[src/rtl/drle_pkg.sv]
// Package for the DCT coefficient zero-run-length encoder.
// Holds the result kinds, the configuration register indexes, the task record
// and the field widths. Depends on nothing.
`timescale 1ns / 1ps

package drle_pkg;

  localparam int COEFF_W    = 16;
  localparam int BLKNUM_W   = 24;
  localparam int RUN_W      = 9;
  localparam int SIDE_CFG_W = 5;
  localparam int HP_CFG_W   = 9;
  localparam int THR_W      = 16;
  localparam int CFG_DATA_W = 16;
  localparam int CFG_IDX_W  = 2;
  localparam int KIND_W     = 3;

  localparam int QDEPTH     = 4;
  localparam int QPTR_W     = 2;
  localparam int QCNT_W     = 3;

  // Register indexes on the configuration port.
  localparam logic [CFG_IDX_W-1:0] CFG_BLOCK_SIDE = 2'd0;
  localparam logic [CFG_IDX_W-1:0] CFG_HI_COUNT   = 2'd1;
  localparam logic [CFG_IDX_W-1:0] CFG_THRESHOLD  = 2'd2;

  typedef enum logic [KIND_W-1:0] {
    KIND_HI          = 3'd0,
    KIND_BLOCK_START = 3'd1,
    KIND_BLOCK_NUM   = 3'd2,
    KIND_RUN_START   = 3'd3,
    KIND_RUN_LEN     = 3'd4,
    KIND_LO          = 3'd5
  } kind_t;

  // One bit per possible result of an item, in emission order.
  localparam int NSLOT       = 9;
  localparam int SLOT_IDX_W  = 4;
  localparam int SL_BS_PRE   = 0;
  localparam int SL_BN_PRE   = 1;
  localparam int SL_HI       = 2;
  localparam int SL_BS_POST  = 3;
  localparam int SL_BN_POST  = 4;
  localparam int SL_RL_PRE   = 5;
  localparam int SL_LO       = 6;
  localparam int SL_RS       = 7;
  localparam int SL_RL_END   = 8;

  typedef struct packed {
    logic [NSLOT-1:0]          mask;
    logic signed [COEFF_W-1:0] coeff;
    logic [BLKNUM_W-1:0]       blk;
    logic [RUN_W-1:0]          run;
  } task_t;

  function automatic kind_t slot_kind(input logic [SLOT_IDX_W-1:0] idx);
    kind_t k;
    case (idx)
      SLOT_IDX_W'(SL_BS_PRE):  k = KIND_BLOCK_START;
      SLOT_IDX_W'(SL_BN_PRE):  k = KIND_BLOCK_NUM;
      SLOT_IDX_W'(SL_HI):      k = KIND_HI;
      SLOT_IDX_W'(SL_BS_POST): k = KIND_BLOCK_START;
      SLOT_IDX_W'(SL_BN_POST): k = KIND_BLOCK_NUM;
      SLOT_IDX_W'(SL_RL_PRE):  k = KIND_RUN_LEN;
      SLOT_IDX_W'(SL_LO):      k = KIND_LO;
      SLOT_IDX_W'(SL_RS):      k = KIND_RUN_START;
      SLOT_IDX_W'(SL_RL_END):  k = KIND_RUN_LEN;
      default:                 k = KIND_HI;
    endcase
    return k;
  endfunction

endpackage

[src/rtl/dct_run_length_encoder.sv]
// Top level of the DCT coefficient zero-run-length encoder.
// Instantiates drle_front, drle_queue and drle_back; uses drle_pkg.
`timescale 1ns / 1ps

//  Channel  | Direction | Handshake          | Payload
//  ---------+-----------+--------------------+------------------------------------------
//  in_      | input     | in_valid/in_stall  | in_coeff (16b signed)
//  out_     | output    | out_valid/out_stall| out_kind, out_coeff_out, out_count_out,
//           |           |                    | out_last_of_item
//  cfg_     | input     | cfg_we             | cfg_index (2b), cfg_data (16b)
//
// The front end takes one coefficient transfer per cycle while the four-entry
// task queue has room; each coefficient is classified in that cycle.
// The back end sends one result per cycle unless out_stall holds it; an item
// takes one output transfer per result (zero to four); the output port sets the rate.
// A result passes through the queue, cur_r and the output register to out_valid.
// Reset is synchronous and active low; it restores the default configuration,
// clears block position, block number and the open run, and empties the queue.
// A stall on the output fills the queue and then raises in_stall.

module dct_run_length_encoder #(
  parameter int MAX_BLOCK_SIDE = 16
) (
  input  logic                                clk,
  input  logic                                rst_n,
  input  logic                                cfg_we,
  input  logic [drle_pkg::CFG_IDX_W-1:0]      cfg_index,
  input  logic [drle_pkg::CFG_DATA_W-1:0]     cfg_data,
  input  logic                                in_valid,
  output logic                                in_stall,
  input  logic signed [drle_pkg::COEFF_W-1:0] in_coeff,
  output logic                                out_valid,
  input  logic                                out_stall,
  output logic [drle_pkg::KIND_W-1:0]         out_kind,
  output logic signed [drle_pkg::COEFF_W-1:0] out_coeff_out,
  output logic [drle_pkg::BLKNUM_W-1:0]       out_count_out,
  output logic                                out_last_of_item
);

  // Tasks carry a bit per possible result plus the values those results need.
  logic            q_push, q_full, q_pop, q_valid;
  drle_pkg::task_t push_task, head_task;

  drle_front #(
    .MAX_BLOCK_SIDE (MAX_BLOCK_SIDE)
  ) u_front (
    .clk       (clk),
    .rst_n     (rst_n),
    .cfg_we    (cfg_we),
    .cfg_index (cfg_index),
    .cfg_data  (cfg_data),
    .in_valid  (in_valid),
    .in_stall  (in_stall),
    .in_coeff  (in_coeff),
    .q_full    (q_full),
    .q_push    (q_push),
    .q_task    (push_task)
  );

  // Items that only extend a zero run produce no task and skip the queue.
  drle_queue u_queue (
    .clk        (clk),
    .rst_n      (rst_n),
    .push       (q_push),
    .push_task  (push_task),
    .full       (q_full),
    .pop        (q_pop),
    .head_valid (q_valid),
    .head_task  (head_task)
  );

  drle_back u_back (
    .clk              (clk),
    .rst_n            (rst_n),
    .q_valid          (q_valid),
    .q_task           (head_task),
    .q_pop            (q_pop),
    .out_valid        (out_valid),
    .out_stall        (out_stall),
    .out_kind         (out_kind),
    .out_coeff_out    (out_coeff_out),
    .out_count_out    (out_count_out),
    .out_last_of_item (out_last_of_item)
  );

endmodule

[src/rtl/drle_front.sv]
// Front end of the encoder: configuration registers, block position, block
// number and zero-run tracking. Classifies each coefficient into a task.
// Depends on drle_pkg.
`timescale 1ns / 1ps

module drle_front #(
  parameter int MAX_BLOCK_SIDE = 16
) (
  input  logic                                clk,
  input  logic                                rst_n,
  input  logic                                cfg_we,
  input  logic [drle_pkg::CFG_IDX_W-1:0]      cfg_index,
  input  logic [drle_pkg::CFG_DATA_W-1:0]     cfg_data,
  input  logic                                in_valid,
  output logic                                in_stall,
  input  logic signed [drle_pkg::COEFF_W-1:0] in_coeff,
  input  logic                                q_full,
  output logic                                q_push,
  output drle_pkg::task_t                     q_task
);

  localparam int MAXSQ = MAX_BLOCK_SIDE * MAX_BLOCK_SIDE;
  localparam int SW    = $clog2(MAX_BLOCK_SIDE + 1);
  localparam int TW    = $clog2(MAXSQ + 1);
  localparam int PW    = (MAXSQ > 1) ? $clog2(MAXSQ) : 1;
  localparam int CMPW  = ((TW > drle_pkg::HP_CFG_W) ? TW : drle_pkg::HP_CFG_W) + 1;

  logic [drle_pkg::SIDE_CFG_W-1:0] side_cfg_r;
  logic [drle_pkg::HP_CFG_W-1:0]   hp_cfg_r;
  logic [drle_pkg::THR_W-1:0]      thr_r;

  logic [PW-1:0]                   pos_r, pos_nxt;
  logic [drle_pkg::BLKNUM_W-1:0]   blk_r, blk_nxt;
  logic [drle_pkg::RUN_W-1:0]      run_r, run_nxt;

  logic [5:0]                      side6;
  logic [SW-1:0]                   side_c;
  logic [TW-1:0]                   side_w;
  logic [TW-1:0]                   total_c;
  logic [CMPW-1:0]                 total_x, hp_x, pos_x, pos_inc;
  logic [drle_pkg::COEFF_W:0]      cx, mag;
  logic [drle_pkg::RUN_W-1:0]      run_mid;
  logic                            accept, blk_end, keep, is_hi;
  drle_pkg::task_t                 t;

  assign in_stall = q_full;
  assign accept   = in_valid && !q_full;

  always_comb begin
    // Block side saturated to [1, MAX_BLOCK_SIDE], then the square.
    side6 = {1'b0, side_cfg_r};
    if (side6 == 6'd0) begin
      side6 = 6'd1;
    end else if (side6 > 6'(MAX_BLOCK_SIDE)) begin
      side6 = 6'(MAX_BLOCK_SIDE);
    end
    side_c  = SW'(side6);
    side_w  = TW'(side_c);
    total_c = side_w * side_w;
    total_x = CMPW'(total_c);

    hp_x = CMPW'(hp_cfg_r);
    if (hp_x > total_x) begin
      hp_x = total_x;
    end
    pos_x   = CMPW'(pos_r);
    pos_inc = pos_x + CMPW'(1);

    cx  = {in_coeff[drle_pkg::COEFF_W-1], in_coeff};
    mag = cx[drle_pkg::COEFF_W] ? (~cx + 1'b1) : cx;

    is_hi   = pos_x < hp_x;
    keep    = mag >= {1'b0, thr_r};
    blk_end = pos_inc >= total_x;

    t       = '0;
    t.coeff = in_coeff;
    t.blk   = blk_r;
    run_mid = run_r;

    if (hp_x == '0 && pos_x == '0) begin
      t.mask[drle_pkg::SL_BS_PRE] = 1'b1;
      t.mask[drle_pkg::SL_BN_PRE] = 1'b1;
    end

    if (is_hi) begin
      t.mask[drle_pkg::SL_HI] = 1'b1;
      if (pos_inc == hp_x) begin
        t.mask[drle_pkg::SL_BS_POST] = 1'b1;
        t.mask[drle_pkg::SL_BN_POST] = 1'b1;
      end
    end else if (keep) begin
      if (run_r != '0) begin
        t.mask[drle_pkg::SL_RL_PRE] = 1'b1;
      end
      t.mask[drle_pkg::SL_LO] = 1'b1;
      run_mid = '0;
    end else begin
      if (run_r != '0) begin
        t.mask[drle_pkg::SL_RS] = 1'b0;
      end else begin
        t.mask[drle_pkg::SL_RS] = 1'b1;
      end
      run_mid = run_r + 1'b1;
    end

    // A run open at the block end is closed; the kept case never leaves one.
    t.run   = t.mask[drle_pkg::SL_RL_PRE] ? run_r : run_mid;
    run_nxt = run_mid;
    blk_nxt = blk_r;
    pos_nxt = PW'(pos_inc);
    if (blk_end) begin
      if (run_mid != '0) begin
        t.mask[drle_pkg::SL_RL_END] = 1'b1;
      end
      run_nxt = '0;
      blk_nxt = blk_r + 1'b1;
      pos_nxt = '0;
    end
  end

  assign q_push = accept && (t.mask != '0);
  assign q_task = t;

  always_ff @(posedge clk) begin
    if (!rst_n) begin
      side_cfg_r <= drle_pkg::SIDE_CFG_W'(8);
      hp_cfg_r   <= drle_pkg::HP_CFG_W'(1);
      thr_r      <= '0;
      pos_r      <= '0;
      blk_r      <= '0;
      run_r      <= '0;
    end else begin
      if (cfg_we) begin
        case (cfg_index)
          drle_pkg::CFG_BLOCK_SIDE: side_cfg_r <= cfg_data[drle_pkg::SIDE_CFG_W-1:0];
          drle_pkg::CFG_HI_COUNT:   hp_cfg_r   <= cfg_data[drle_pkg::HP_CFG_W-1:0];
          drle_pkg::CFG_THRESHOLD:  thr_r      <= cfg_data[drle_pkg::THR_W-1:0];
          default: ;
        endcase
      end
      if (accept) begin
        pos_r <= pos_nxt;
        blk_r <= blk_nxt;
        run_r <= run_nxt;
      end
    end
  end

endmodule

[src/rtl/drle_queue.sv]
// Short task queue between the front end and the result sequencer.
// Depends on drle_pkg.
`timescale 1ns / 1ps

module drle_queue (
  input  logic            clk,
  input  logic            rst_n,
  input  logic            push,
  input  drle_pkg::task_t push_task,
  output logic            full,
  input  logic            pop,
  output logic            head_valid,
  output drle_pkg::task_t head_task
);

  drle_pkg::task_t                mem_r [drle_pkg::QDEPTH];
  logic [drle_pkg::QPTR_W-1:0]    wr_ptr_r, rd_ptr_r;
  logic [drle_pkg::QCNT_W-1:0]    cnt_r, cnt_nxt;
  logic                           do_pop;

  assign full       = cnt_r == drle_pkg::QCNT_W'(drle_pkg::QDEPTH);
  assign head_valid = cnt_r != '0;
  assign head_task  = mem_r[rd_ptr_r];
  assign do_pop     = pop && head_valid;

  always_comb begin
    cnt_nxt = cnt_r;
    if (push && !do_pop) begin
      cnt_nxt = cnt_r + 1'b1;
    end else if (do_pop && !push) begin
      cnt_nxt = cnt_r - 1'b1;
    end
  end

  always_ff @(posedge clk) begin
    if (push) begin
      mem_r[wr_ptr_r] <= push_task;
    end
  end

  always_ff @(posedge clk) begin
    if (!rst_n) begin
      wr_ptr_r <= '0;
      rd_ptr_r <= '0;
      cnt_r    <= '0;
    end else begin
      if (push) begin
        wr_ptr_r <= wr_ptr_r + 1'b1;
      end
      if (do_pop) begin
        rd_ptr_r <= rd_ptr_r + 1'b1;
      end
      cnt_r <= cnt_nxt;
    end
  end

endmodule

[src/rtl/drle_back.sv]
// Result sequencer: walks the result slots of one task, one result per cycle unless
// out_stall holds it, into the output register. Depends on drle_pkg.
`timescale 1ns / 1ps

module drle_back (
  input  logic                                 clk,
  input  logic                                 rst_n,
  input  logic                                 q_valid,
  input  drle_pkg::task_t                      q_task,
  output logic                                 q_pop,
  output logic                                 out_valid,
  input  logic                                 out_stall,
  output logic [drle_pkg::KIND_W-1:0]          out_kind,
  output logic signed [drle_pkg::COEFF_W-1:0]  out_coeff_out,
  output logic [drle_pkg::BLKNUM_W-1:0]        out_count_out,
  output logic                                 out_last_of_item
);

  logic                                 cur_valid_r, cur_valid_nxt;
  drle_pkg::task_t                      cur_r, cur_nxt;
  logic                                 out_valid_r, out_valid_nxt;
  drle_pkg::kind_t                      kind_r, kind_nxt;
  logic signed [drle_pkg::COEFF_W-1:0]  coeff_r, coeff_nxt;
  logic [drle_pkg::BLKNUM_W-1:0]        count_r, count_nxt;
  logic                                 last_r, last_nxt;

  logic                                 adv;
  logic [drle_pkg::SLOT_IDX_W-1:0]      idx;
  logic [drle_pkg::NSLOT-1:0]           rem;
  drle_pkg::kind_t                      k;

  assign adv = !out_valid_r || !out_stall;

  always_comb begin
    idx = '0;
    for (int i = drle_pkg::NSLOT - 1; i >= 0; i--) begin
      if (cur_r.mask[i]) begin
        idx = drle_pkg::SLOT_IDX_W'(i);
      end
    end
    rem = cur_r.mask & (cur_r.mask - 1'b1);
    k   = drle_pkg::slot_kind(idx);

    cur_valid_nxt = cur_valid_r;
    cur_nxt       = cur_r;
    out_valid_nxt = out_valid_r;
    kind_nxt      = kind_r;
    coeff_nxt     = coeff_r;
    count_nxt     = count_r;
    last_nxt      = last_r;
    q_pop         = 1'b0;

    if (adv) begin
      out_valid_nxt = cur_valid_r;
      if (cur_valid_r) begin
        kind_nxt  = k;
        coeff_nxt = (k == drle_pkg::KIND_HI || k == drle_pkg::KIND_LO) ? cur_r.coeff : '0;
        case (k)
          drle_pkg::KIND_BLOCK_NUM: count_nxt = cur_r.blk;
          drle_pkg::KIND_RUN_LEN:   count_nxt = drle_pkg::BLKNUM_W'(cur_r.run);
          default:                  count_nxt = '0;
        endcase
        last_nxt = rem == '0;
        if (rem == '0) begin
          // Take the next task in the same cycle so results stay back to back.
          q_pop         = q_valid;
          cur_valid_nxt = q_valid;
          cur_nxt       = q_task;
        end else begin
          cur_nxt.mask = rem;
        end
      end
    end

    if (!cur_valid_r && q_valid) begin
      q_pop         = 1'b1;
      cur_valid_nxt = 1'b1;
      cur_nxt       = q_task;
    end
  end

  always_ff @(posedge clk) begin
    if (!rst_n) begin
      cur_valid_r <= 1'b0;
      out_valid_r <= 1'b0;
    end else begin
      cur_valid_r <= cur_valid_nxt;
      out_valid_r <= out_valid_nxt;
    end
    cur_r   <= cur_nxt;
    kind_r  <= kind_nxt;
    coeff_r <= coeff_nxt;
    count_r <= count_nxt;
    last_r  <= last_nxt;
  end

  assign out_valid        = out_valid_r;
  assign out_kind         = kind_r;
  assign out_coeff_out    = coeff_r;
  assign out_count_out    = count_r;
  assign out_last_of_item = last_r;

endmodule
[config.mk]
export PLATFORM = sky130hd
export DESIGN_NAME = dct_run_length_encoder
export DESIGN_NICKNAME = d
export VERILOG_FILES = /design/src/rtl/drle_pkg.sv /design/src/rtl/dct_run_length_encoder.sv /design/src/rtl/drle_front.sv /design/src/rtl/drle_queue.sv /design/src/rtl/drle_back.sv
export SDC_FILE = /design/constraint.sdc
export NUM_CORES = 1
export LEC_CHECK = 0
export BUFFER_PORTS_ARGS = -buffer_cell sky130_fd_sc_hd__buf_4
export CORE_MARGIN = 8
export CORE_UTILIZATION = 45
export DETAILED_ROUTE_END_ITERATION = 12
export PLACE_DENSITY_LB_ADDON = 0.15
export SLEW_MARGIN = 20
export SYNTH_ARGS = -nofsm -noshare
export SYNTH_HDL_FRONTEND = slang
export SYNTH_SLANG_ARGS = --single-unit
[constraint.sdc]
create_clock -name clk -period 8.2 [get_ports clk]
set_input_delay 1.64 -clock clk [delete_from_list [all_inputs] [get_ports clk]]
set_output_delay 1.64 -clock clk [all_outputs]
set_load 0.005 [all_outputs]
==> run_results.csv <==
group,metric,value,unit
status,status,"complete, no violations",
grt,antenna_found_initial,0,
floorplanning,initial_utilization,45.25,%
pwr,pwr-share-comb,24.7,%
synthesis,synth_cell_types,69,
critical_path,critPathMaxFanout,7,
placed_design,port-buffer-count,84,
synthesis,ys_async_sr_fraction,0,%
grt,grt_pass1_wl,57.63,mm
clock_tree,clk_latency,0.56,ns
timing,fmax,128.6,MHz
floorplanning,io-pin-count,85,
timing,period_share,94.87,%
timing,rsz0062_at_grt,"no",
critical_path,arrival,8.26,ns
final_layout,area_growth,17.06,%
final_layout,multiInputGateArea,0.006207,mm2
final_layout,layout_commonest_cell,"edfxtp_1",
synthesis,synth_top_cell_by_area,"edfxtp_1",
clock_tree,numCtsBuffers,44,
critical_path,crit_required,8.68,ns
synthesis,ys_seq_area_share,64.02,%
clock_tree,h-tree-depth,2,
routing,ant_nets,0,
routing,routed_wl,36.05,mm
synthesis,syn_avg_cell_area,14.28,um2
routing,routed_via_density,5.328,
routing,first_pass_iters,6,
pwr,power-per-cell-area,319.0,mW/mm2
floorplanning,die_width,215.2,um
routing,vias,10280,
grt,grt_pass1_vias,10500,
clock_tree,max-clock-path-buffers,3,
final_layout,mostFrequentLayoutCells,"edfxtp_1, buf_4, nand2_1",
floorplanning,chipHeight,215.2,um
grt,grt_use_total,15.40,%
timing,finalSetupViolations,0,
routing,drtIter0Drc,645,
pwr,clockPowerShare,29.5,%
grt,grt_max_degree,85,
clock_tree,cts_tree,"built",
synthesis,synth_top_flop_cell,"edfxtp_1",
synthesis,yosysWarnings,0,
synthesis,synth_top_area_share,54.83,%
routing,wl_per_cell,18.68,um
hold_path,min_path_type,"reg -> reg",
synthesis,ys_ff_latch,408,
flow_run,drv_cap,0,
routing,drc,0,
floorplanning,core-area,0.03946,mm2
final_layout,drive_above_1_share,20.07,%
pwr,p_leak,7.509,nW
final_layout,regArea,0.01144,mm2
timing,layout_min_cycle_time,7.779,ns
critical_path,slowest_stage,"or4_4",
pwr,p_int,4.806,mW
floorplanning,row_count,73,
final_layout,fin_nets,1471,
grt,grt_overflow,0,
pwr,irDropWorstVdd,0.1710,mV
synthesis,synth_area,0.01785,mm2
final_layout,fillers,3341,
critical_path,criticalPathCategory,"reg -> reg",
timing,tightest_slew,0.9968,ns
clock_tree,clk_pin_slew,0.06,ns
floorplanning,die-area,0.04631,mm2
critical_path,worst_path_most_repeated_cell,"inv_1",
critical_path,max_stage_delay,0.58,ns
final_layout,finalInstanceArea,0.02090,mm2
clock_tree,cts_root_buffer,"clkbuf_16",
pwr,p_sw,1.862,mW
timing,drv_slew,0,
placed_design,routabilityCongestion,0.8509,
synthesis,synth_edf_count,326,
final_layout,diodes,0,
pwr,seq_power_share,45.8,%
synthesis,syn_inst,1250,
placed_design,placedCellCount,1838,
placed_design,dpl_cell_area,0.01924,mm2
final_layout,final_cells,1930,
clock_tree,cts_num_sinks,408,
critical_path,start_kind,"flip-flop",
pwr,p_sw_share,27.92,%
critical_path,worst_setup_path_end_kind,"flip-flop",
placed_design,dpl.hpwl,23.53,mm
timing,finalHoldViolations,0,
timing,clock_skew,0.01833,ns
timing,relSlewSlack,33.41,%
synthesis,synthTopCellsByArea,"edfxtp_1, dfxtp_1, mux4_2",
-- metal layers --
layer	global-route usage (%)	part of all wire, %	wire length, um
met1	19.38	44	15780
met4	3.836	1.7	626
met2	26.87	50	18170
met3	3.202	4.1	1470
met5	0	0	0
-- cell usage after synthesis (15+ instances only) --
cell	count
mux2i_1	22
xor2_1	15
a21boi_0	32
xnor2_1	46
a21oi_1	20
nor2b_1	36
nand2_1	93
nor3_1	23
mux4_2	56
clkbuf_1	36
inv_1	49
o21ai_0	42
and2_1	69
ha_1	60
nor2_1	36
nand3_1	27
edfxtp_1	326
dfxtp_1	82
-- final timing paths --
| path | endpoint | slack, ns | startpoint | cells past startpoint |
|---|---|---|---|---|
| min reg2reg | u_front.thr_r[9]$_SDFFE_PN0P_ | 0.46 | u_front.thr_r[9]$_SDFFE_PN0P_ | 2 |
| min | u_front.thr_r[9]$_SDFFE_PN0P_ | 0.46 | u_front.thr_r[9]$_SDFFE_PN0P_ | 2 |
| max | u_queue.cnt_r[2]$_SDFFE_PN0P_ | 0.42 | u_front.side_cfg_r[3]$_SDFFE_PN1P_ | 37 |
| max reg2reg | u_queue.cnt_r[2]$_SDFFE_PN0P_ | 0.42 | u_front.side_cfg_r[3]$_SDFFE_PN1P_ | 37 |
-- sequential cells by signal, summed over array words and instances (netlist names), 5 cells and up, named ones only --
name,cells
u_queue.mem_r,224
u_back.cur_r,58
u_back.out_count_out,24
u_front.blk_r,24
u_back.out_coeff_out,16
u_front.thr_r,16
u_front.hp_cfg_r,9
u_front.run_r,9
u_front.pos_r,8
u_front.side_cfg_r,5
-- kinds of logic (layout without fill, tap and decap cells) --
logic type / count (synthesis) / count (layout) / synth area share [%]
flops: 408 / 408 / 64.02
simple gates: 358 / 358 / 10.75
compound gates: 184 / 184 / 7.295
buf+inv: 97 / 250 / 2.081
mux: 78 / 78 / 8.297
fa+ha+maj: 63 / 63 / 4.541
xor+xnor: 61 / 61 / 2.992
other cells: 1 / 3 / 0.02100
-- cell type report --
type,instances,share of cell area (%)
Multi-Input combinational cell,747,29.70
Clock buffer,60,5.902
Inverter,49,0.8800
Tap cell,525,3.143
Timing Repair Buffer,119,4.573
Sequential cell,408,54.71
Clock inverter,22,1.089
-- worst max-delay path, delay by kind of cell (launching register included) --
family                     cells  cell delay (ns)
adders and majority gates      8             2.49
AOI/OAI and AO/OA             11             2.02
and+or+nand+nor                8             1.57
buffers and inverters          7             0.64
xor gates and xnor gates       2             0.39
DFF                            1             0.34
muxes                          1             0.23
-- power by group through the flow --
stage / Clock, mW / Combinational (mW) / Sequential (mW)
final: 1.97 / 1.64 / 3.06
after global routing: 2.10 / 1.82 / 3.10
after CTS: 2.02 / 1.67 / 3.07
after detailed placement: 0 / 1.67 / 3.11
after global placement: 0 / 1.64 / 3.10
after floorplan: 0 / 1.02 / 3.07
-- stage by stage --
stage | power, mW | worst slack, ns | utilization, % | TNS [ns] | hold WS, ns
global placement | 4.741 | 0.1738 | 48.77 | 0 | 0.4572
detailed placement | 4.774 | -0.09687 | 48.77 | -0.09687 | 0.4596
CTS | 6.762 | 0.01347 | 52.49 | 0 | 0.4675
global route | 7.026 | 0.01438 | 52.97 | 0 | 0.4870
floorplan | 4.086 | 0.03566 | - | 0 | 0.4435
finish | 6.668 | 0.4209 | 52.97 | 0 | 0.4633
-- timing repair --
item | 4_1_cts | 5_1_grt
setup endpoints to repair | 1 | 227
buffers inserted | 0 | 10
hold endpoints to repair | 0 | 0
hold buffers | 0 | 0
pin swaps | 1 | 8
gates resized for setup | 1 | 23
cloned | 0 | 0
No activity file was read; power rests on OpenSTA's default activity.
